[src/hdl/fpfa_pkg.sv]
`timescale 1ns / 1ps
// ----------------------------------------------------------------------------
// Fixed-partition fit allocator package
// Shared codes, field widths and word types of the allocator.
// ----------------------------------------------------------------------------
package fpfa_pkg;

    localparam int OP_W        = 2;
    localparam int IDX_FIELD_W = 6;
    localparam int SIZE_W      = 16;
    localparam int TOTAL_W     = 22;
    localparam int COUNT_W     = 16;
    localparam int STRAT_W     = 2;
    localparam int BCOUNT_W    = 7;
    localparam int CFG_INDEX_W = 2;
    localparam int CFG_DATA_W  = 7;

    localparam logic [OP_W-1:0] OP_LOAD    = 2'd0;
    localparam logic [OP_W-1:0] OP_REQUEST = 2'd1;
    localparam logic [OP_W-1:0] OP_CLEAR   = 2'd2;

    localparam logic [STRAT_W-1:0] STRAT_BEST  = 2'd0;
    localparam logic [STRAT_W-1:0] STRAT_FIRST = 2'd1;
    localparam logic [STRAT_W-1:0] STRAT_WORST = 2'd2;

    localparam logic [CFG_INDEX_W-1:0] CFG_STRATEGY    = 2'd0;
    localparam logic [CFG_INDEX_W-1:0] CFG_BLOCK_COUNT = 2'd1;

    localparam logic [TOTAL_W-1:0] TOTAL_MAX   = 22'h3FFFFF;
    localparam logic [COUNT_W-1:0] REFUSED_MAX = 16'hFFFF;

    typedef struct packed {
        logic [OP_W-1:0]        operation;
        logic [IDX_FIELD_W-1:0] block_index;
        logic [SIZE_W-1:0]      size;
    } in_word_t;

    typedef struct packed {
        logic                   granted;
        logic [IDX_FIELD_W-1:0] granted_block;
        logic [SIZE_W-1:0]      fragmentation;
        logic [TOTAL_W-1:0]     total_fragmentation;
        logic [COUNT_W-1:0]     unallocated_count;
    } out_word_t;

    typedef struct packed {
        logic item_take;
        logic scan_step;
        logic commit;
    } ctl_cmd_t;

    typedef struct packed {
        logic scan_done;
    } dp_stat_t;

endpackage

[src/hdl/fpfa_ctrl.sv]
`timescale 1ns / 1ps
// ----------------------------------------------------------------------------
// Allocator controller
// Sequences item intake, the partition table scan and the commit of a result.
// ----------------------------------------------------------------------------
module fpfa_ctrl
    import fpfa_pkg::*;
(
    input  logic     clk,
    input  logic     rst_n,
    input  logic     item_valid,
    input  logic     item_is_req,
    output logic     item_ready,
    output logic     result_valid,
    input  logic     result_ready,
    input  dp_stat_t stat,
    output ctl_cmd_t cmd
);

    localparam logic [1:0] ST_IDLE   = 2'd0;
    localparam logic [1:0] ST_SCAN   = 2'd1;
    localparam logic [1:0] ST_COMMIT = 2'd2;

    logic [1:0] state_reg;
    logic [1:0] state_next;
    logic       out_valid_reg;
    logic       out_valid_next;

    always_comb
    begin
        state_next     = state_reg;
        cmd            = '0;
        item_ready     = 1'b0;
        out_valid_next = out_valid_reg && !result_ready;
        unique case (state_reg)
            ST_IDLE:
            begin
                item_ready = 1'b1;
                if (item_valid)
                begin
                    cmd.item_take = 1'b1;
                    state_next    = item_is_req ? ST_SCAN : ST_COMMIT;
                end
            end
            ST_SCAN:
            begin
                if (stat.scan_done)
                begin
                    state_next = ST_COMMIT;
                end
                else
                begin
                    cmd.scan_step = 1'b1;
                end
            end
            ST_COMMIT:
            begin
                if (!out_valid_reg || result_ready)
                begin
                    cmd.commit     = 1'b1;
                    out_valid_next = 1'b1;
                    state_next     = ST_IDLE;
                end
            end
            default:
            begin
                state_next = ST_IDLE;
            end
        endcase
    end

    always_ff @(posedge clk or negedge rst_n)
    begin
        if (!rst_n)
        begin
            state_reg     <= ST_IDLE;
            out_valid_reg <= 1'b0;
        end
        else
        begin
            state_reg     <= state_next;
            out_valid_reg <= out_valid_next;
        end
    end

    assign result_valid = out_valid_reg;

`ifndef SYNTH
    a_rise_after_commit: assert property (@(posedge clk) disable iff (!rst_n)
        $rose(out_valid_reg) |-> $past(state_reg) == ST_COMMIT)
        else $error("result word raised outside a commit");
    a_scan_ends: assert property (@(posedge clk) disable iff (!rst_n)
        state_reg == ST_SCAN && stat.scan_done |=> state_reg == ST_COMMIT)
        else $error("finished scan did not move to commit");
    a_take_leaves_idle: assert property (@(posedge clk) disable iff (!rst_n)
        cmd.item_take |=> state_reg != ST_IDLE)
        else $error("taken word did not start work");
`endif

endmodule

[config.mk]
export PLATFORM = sky130hd
export DESIGN_NAME = fpfa_ctrl
export DESIGN_NICKNAME = d
export VERILOG_FILES = /design/src/hdl/fpfa_pkg.sv /design/src/hdl/fpfa_ctrl.sv
export SDC_FILE = /design/constraint.sdc
export NUM_CORES = 1
export LEC_CHECK = 0
export ABC_AREA = 1
export BUFFER_PORTS_ARGS = -buffer_cell sky130_fd_sc_hd__buf_2
export CELL_PAD_IN_SITES_DETAIL_PLACEMENT = 1
export CELL_PAD_IN_SITES_GLOBAL_PLACEMENT = 1
export CORE_AREA = 3 3 40 42
export CTS_CLUSTER_DIAMETER = 50
export CTS_CLUSTER_SIZE = 40
export DETAILED_ROUTE_END_ITERATION = 10
export DIE_AREA = 0 0 43 45
export PLACE_DENSITY = 0.48
export SYNTH_ARGS = -nofsm -noshare
export SYNTH_HDL_FRONTEND = slang
export SYNTH_SLANG_ARGS = --single-unit
[constraint.sdc]
create_clock -name clk -period 1 [get_ports clk]
set_input_delay 0.15 -clock clk [delete_from_list [all_inputs] [get_ports clk]]
set_output_delay 0.15 -clock clk [all_outputs]
set_load 0.005 [all_outputs]
== After elaboration in Yosys (flattened, before gate mapping) ==
Cells that the tools add are included.

* Equal/unequal tests: 5
* Multiplexer cells: 14
* Reductions and logical operators: 6

{| class="wikitable"
|+ Operator list
! operator !! number
|-
| 1-bit two-way mux || 9
|-
| 2-bit two-way mux || 4
|-
| 2-bit != test (second input constant) || 3
|-
| 2-bit case mux with 3 select lines || 1
|-
| 3-bit AND reduction || 1
|-
| 2-bit by 1-bit == test with 1-bit output (second input constant) || 1
|-
| 2-bit == test (second input constant) || 1
|-
| 1-bit logical NOT || 2
|-
| 2-bit logical NOT || 1
|-
| 1-bit logical AND || 1
|-
| 1-bit logical OR || 1
|}

* Register bits: 3
* Input bits: 6
* Output and inout bits: 5
* Logic and storage cells: 27

== Logic depth before layout (Yosys ltp) ==
Gate-level depths: netlist (run 1).

* Word-level depth: 4
* Gate-level depth with buffers: 4
* Depth with buffers taken out: 4

== Worst setup path before layout (run 1) ==
No wires, ideal clock.

* Path kind: register to output
* From: register state_reg[0]
* To: output cmd[0] in the netlist's numbering
* Data arrival time: 677 ps
* Required time: 850 ps
* Path slack: 173 ps
* Stages on the path, launching flop included: 4
* Buffers on the path: 0
* Path through: dfrtp_1 > nor2_2 > inv_1 > nor2_1

{| class="wikitable"
|+ RTL lines
! element !! line !! RTL
|-
| from (decl) || fpfa_ctrl.sv:24 || <nowiki>logic [1:0] state_reg;</nowiki>
|-
| from (signal assigned) || fpfa_ctrl.sv:81 || <nowiki>state_reg <= state_next;</nowiki>
|-
| to (decl) || fpfa_ctrl.sv:17 || <nowiki>output ctl_cmd_t cmd</nowiki>
|}

==> results.yml, run 1 <==
run_status:
  status: "finished with violations"
  violations: "negative setup slack"
critical_path:
  rrSetupSlack_ps: 40
  worstPathMaxFanout: 5
  critPathSlowestCell: "dfrtp_2"
  critPathKind: "flip-flop to primary output"
  path_cells: "nor2_4, inv_2, nor2_2, buf_2"
  r2r_cells: 5
  cp-start-kind: "flip-flop"
  worstPathRequired_ps: 850
  slowest_delay_ps: 450
  critPathArrivalTime_ps: 1050
  worstSetupEndpointType: "primary output"
routing:
  vias: 215
  drt-total-wl_um: 534
  ant_nets: 0
  viasPerCell: 3.77
  initialDrtViolationCount: 6
  dr.pass1.iters: 3
  wire_per_inst_um: 9.37
  drc: 0
place:
  dp_hpwl_um: 439
  place.gp.congestion: 0.760
  port_buffers: 10
floorplanning:
  die_h_um: 45
  design.core.area_mm2: 0.00128
  die_width_um: 43
  initial_core_util: 0.134
  rows: 13
  dieArea_mm2: 0.00194
  ios: 11
cells_and_area:
  layout_common_cells: "buf_2, nand2_1, inv_1"
  nets: 49
  area_growth_pct: 83.3
  drive_gt1_frac: 0.548
  fillers: 166
  largest_register_ffs: 2
  utilization: 0.246
  antennaDiodeCount: 0
  layout_commonest_cell: "buf_2"
run:
  drv_cap: 0
clock_network:
  cts_tree: "yes"
  clkSinkCount: 3
  cts_buffers: 3
  insertion_delay_ps: 230
  clk_path_buf_depth: 2
  cts_root_buf: "clkbuf_4"
  h-tree-depth: 1
  clk_pin_slew_worst_paths_ps: 40
timing:
  fin_skew_ps: 3.38
  finalSetupViolations: 4
  final.setup.tns_ps: -640
  slew_headroom: 0.880
  finalHoldViolCount: 0
  grt_setup_unrepaired: "yes"
  clock.fmax_ghz: 0.836
  min_period_ps: 1200
  finalCritPeriodShare: 1.20
  tightest_slew_ps: 179
  finalWorstSetupSlack_ps: -196
  maxSlewViolCount: 0
synthesis:
  synth_cell_types: 10
  ys_ff_latch: 3
  synth_cells: 25
  seq_area_frac_synth: 0.435
  syn_area_um2: 173
  syn_area_per_cell_um2: 6.91
  yosysWarnings: 0
  synth_nets: 31
pwr:
  power_frac_clock: 0.238
  power.switching_uw: 338
  swShare: 0.384
  p_per_area_mw_per_mm2: 2790
  pwr-share-seq: 0.267
  p_total_uw: 882
  comb_power_share: 0.495
  ir_worst_vdd_v: 0.000693
  leakage_uw: 0.000180
  p_int_uw: 544
global_routing:
  grt_first_pass_wirelength_um: 862
  grt_pass1_vias: 221
  grt_max_degree: 6
  overflow: 0
  track_usage: 0.0659
  antenna_found_initial: 0
hold_path:
  hold_path.class: "primary input to flip-flop"
  whs_path_depth: 2
metrics by stage:
| step | cell area, um^2 | cells | setup WS [ps] | hold WS, ps |
|---|---|---|---|---|
| detailed placement | 241 | 50 | 28.8 | -48.4 |
| global placement | 241 | 50 | 39.0 | -50.5 |
| global route | 317 | 57 | -246 | 132 |
| finish | 317 | 57 | -196 | 120 |
| CTS | 284 | 55 | -234 | 115 |
| floorplan | 173 | 25 | 173 | -146 |
layout make-up:
cell class	instances	area, um^2	share of cell area
multi-input cells	15	90.1	0.285
repair buffers	13	78.8	0.249
flip-flops and latches	3	76.3	0.241
clock buffers	4	26.3	0.0830
inverters	7	26.3	0.0830
well taps	15	18.8	0.0593
cells in the mapped netlist, drive strengths merged:
master	n	area, um^2
a21oi	1	8.76
dfrtp	3	75.1
inv	7	26.3
nand2	6	22.5
nand3	2	10.0
nor2	4	20.0
nor3	1	5.00
o21ai	1	5.00
routing by layer:
metal  global-route usage  wire length, um  vias up
met3               0.0159               51        2
met2               0.0928              220       13
met1               0.0702              248       92
met4               0.0904               14        0
li1                     -                -      108
met5                    0                0        -
power groups by stage:
stage               logic [uW]  clock network [uW]  registers (uW)
finish                     436                 210             235
global route               492                 232             242
CTS                        315                 222             237
detailed placement         306                   0             230
global placement           308                   0             222
floorplan                  181                   0             220
worst paths after layout:
check | end | startpoint
worst max-delay path | cmd[0] | state_reg[0]$_DFFE_PN0P_
worst min-delay path | result_valid$_DFF_PN0_ | result_ready
max in group asynchronous | state_reg[0]$_DFFE_PN0P_ | rst_n
worst min register to register | result_valid$_DFF_PN0_ | result_valid$_DFF_PN0_
min in group asynchronous | result_valid$_DFF_PN0_ | rst_n
worst max register to register | state_reg[1]$_DFFE_PN0P_ | state_reg[1]$_DFFE_PN0P_
critical path, delay by kind of cell, from the launching register on:
| kind | cells | cell delay (ps) |
|---|---|---|
| buffers and inverters | 2 | 150 |
| DFF | 1 | 450 |
| and+or+nand+nor | 2 | 200 |
kinds of logic after synthesis:
| kind of cell | after synthesis | synth area share |
|---|---|---|
| AOI/OAI and AO/OA | 2 | 0.0797 |
| and+or+nand+nor | 13 | 0.333 |
| buffers and inverters | 7 | 0.152 |
| DFF | 3 | 0.435 |
what timing repair did:
action,CTS,global route
gates resized for setup,2,5
setup buffers,0,2
endpoints found under the hold margin,3,0
pin swaps,0,3
setup endpoints to repair,4,4
hold buffers,1,0
Note: power is estimated with default switching activity, not from simulation.
==> inputs of run 2 (changes only) <==
--- a/config.mk
+++ b/config.mk
@@ -5,16 +5,17 @@
 export SDC_FILE = /design/constraint.sdc
 export NUM_CORES = 1
 export LEC_CHECK = 0
-export ABC_AREA = 1
+export ABC_AREA = 0
 export BUFFER_PORTS_ARGS = -buffer_cell sky130_fd_sc_hd__buf_2
 export CELL_PAD_IN_SITES_DETAIL_PLACEMENT = 1
 export CELL_PAD_IN_SITES_GLOBAL_PLACEMENT = 1
 export CORE_AREA = 3 3 40 42
+export CTS_BUF_LIST = sky130_fd_sc_hd__clkbuf_2 sky130_fd_sc_hd__clkbuf_4 sky130_fd_sc_hd__clkbuf_8
 export CTS_CLUSTER_DIAMETER = 50
 export CTS_CLUSTER_SIZE = 40
 export DETAILED_ROUTE_END_ITERATION = 10
 export DIE_AREA = 0 0 43 45
-export PLACE_DENSITY = 0.48
+export PLACE_DENSITY = 0.44
 export SYNTH_ARGS = -nofsm -noshare
 export SYNTH_HDL_FRONTEND = slang
 export SYNTH_SLANG_ARGS = --single-unit
==> results.yml, run 2 <==
run_status:
  status: "finished with violations"
  violations: "negative setup slack"
timing:
  min_period_ps: 1180
  finalSetupViolations: 4
  slew_headroom: 0.885
  finalHoldWorstSlack_ps: 189
  fin_skew_ps: 7.70
  tightest_slew_ps: 172
  finalCritPeriodShare: 1.18
  finalHoldViolCount: 0
  clock.fmax_ghz: 0.847
  grt_setup_unrepaired: "yes"
  maxSlewViolCount: 0
  final.setup.tns_ps: -607
  finalWorstSetupSlack_ps: -181
clock_network:
  insertion_delay_ps: 240
  cts_buffers: 3
  h-tree-depth: 1
  clk_path_buf_depth: 2
  clk_pin_slew_worst_paths_ps: 40
  clkSinkCount: 3
  cts_tree: "yes"
  cts_root_buf: "clkbuf_4"
synthesis:
  synth_top_area_cell: "dfrtp_1"
  netlist_top_cells_count: "dfrtp_1, nand2b_1, nor2_1"
  synth_edf_count: 0
  netlist_top_cells_area: "dfrtp_1, nand2b_1, nor2_1, a22oi_1, nand3b_1"
  synth_cells: 16
  synth_nets: 22
  synth_cell_types: 10
  ys_ff_latch: 3
  async_reset_ff_frac: 1.00
  synth_top_area_frac: 0.508
  synth-main-ff-cell: "dfrtp_1"
  yosysWarnings: 0
  seq_area_frac_synth: 0.508
  syn_area_per_cell_um2: 9.23
  syn_area_um2: 148
cells_and_area:
  layout_common_cells: "buf_2, clkbuf_4, buf_4"
  area_growth_pct: 102
  largest_register_ffs: 2
  multi_input_comb_area_um2: 90.1
  regArea_um2: 76.3
  antennaDiodeCount: 0
  drive_gt1_frac: 0.618
  layout_commonest_cell: "buf_2"
  nets: 41
  finalNonFillerCells: 49
  fillers: 166
routing:
  drc: 0
  highest_layer: "met3"
  dr_wl_met2_um: 189
  ant_nets: 0
  routedLengthMet1_um: 221
  vias: 180
  dr.pass1.iters: 2
  viasPerCell: 3.67
  initialDrtViolationCount: 1
  drt-total-wl_um: 464
  wire_per_inst_um: 9.47
  wl_met3_um: 52
floorplanning:
  initial_core_util: 0.115
  rows: 13
  die_width_um: 43
  ios: 11
  dieArea_mm2: 0.00194
  design.core.area_mm2: 0.00128
  die_h_um: 45
critical_path:
  worstPathRequired_ps: 850
  cp-start-kind: "flip-flop"
  r2r_cells: 3
  worstPathMaxFanout: 5
  critPathArrivalTime_ps: 1030
  critPathKind: "flip-flop to primary output"
  rrSetupSlack_ps: 20
  worstSetupEndpointType: "primary output"
pwr:
  leakage_uw: 0.000156
  p_per_area_mw_per_mm2: 2150
  ir_worst_vdd_v: 0.000432
  p_total_uw: 640
global_routing:
  grt_max_degree: 6
  overflow: 0
  antenna_found_initial: 0
  track_usage: 0.0659
  grt_pass1_vias: 208
  grt_first_pass_wirelength_um: 841
place:
  dp_hpwl_um: 322
  place.gp.congestion: 0.665
  dp_cells: 41
  port_buffers: 10
  pre_cts_ws_ps: 0.332
hold_path:
  whs_path_depth: 3
  hold_path.class: "primary input to flip-flop"
run:
  drv_cap: 0
[run 2: changes by cell type in the layout (fill, tap and decap cells not counted), sizes merged]
cell and change:
buf +1, nor2b +1, nor3 -1, nand3b +1, nand2b +3, a22oi +1
and2 +1, o22ai +1, inv -7, nand2 -5, nor2 -1, o21ai -1
nand3 -2
[run 2: metrics by stage]
step	cell area, um^2	util
3_3_place_gp	216	0.168
3_5_place_dp	216	0.168
4_1_cts	298	0.232
5_1_grt	298	0.232
6_report	298	0.232
2_1_floorplan	148	-
[run 2: area by class of cell]
type / instances / area share
multi-input combinational: 13 / 0.303
timing repair buffer: 14 / 0.277
sequential: 3 / 0.256
clock buffer: 4 / 0.101
tap: 15 / 0.0630
[run 2: what timing repair did]
item | 4_1_cts | 5_1_grt
endpoints found under the hold margin | 3 | 0
gates resized for setup | 4 | 0
setup buffers | 3 | 0
endpoints found under the setup margin | 4 | 5
pin swaps | 2 | 0
hold buffers | 1 | 0
gates cloned | 0 | 0
[run 2: worst max-delay path, cell delays in order, from the launching register on]
cell and delay [ps]:
dfrtp_2 450, nor2_2 110, and2_1 130, buf_2 100
[run 2: path summary, 6_finish.rpt]
check,start,end
min in group asynchronous,rst_n,state_reg[0]$_DFFE_PN0P_
max,state_reg[1]$_DFFE_PN0P_,cmd[2]
min,item_is_req,state_reg[0]$_DFFE_PN0P_
max in group asynchronous,rst_n,state_reg[1]$_DFFE_PN0P_
min reg2reg,result_valid$_DFF_PN0_,result_valid$_DFF_PN0_
max reg2reg,state_reg[0]$_DFFE_PN0P_,state_reg[1]$_DFFE_PN0P_
[run 2: where the power goes]
group / switching, uW / internal [uW] / leakage, uW
Clock: 68.5 / 177 / 0.0000184
Combinational: 80.7 / 122 / 0.000100
Sequential: 37.3 / 155 / 0.0000372
[run 2: cell families (layout without fill, tap and decap cells)]
group,after synthesis,in the layout,synth area share
compound gates,3,3,0.127
flops,3,3,0.508
buf+inv,0,18,0
simple gates,10,10,0.364
[run 2: layer usage]
| layer | vias up | global-route usage |
|---|---|---|
| li1 | 89 | - |
| met1 | 80 | 0.0775 |
| met2 | 11 | 0.0778 |
| met3 | 0 | 0.0239 |
| met4 | 0 | 0.0904 |
| met5 | - | 0 |
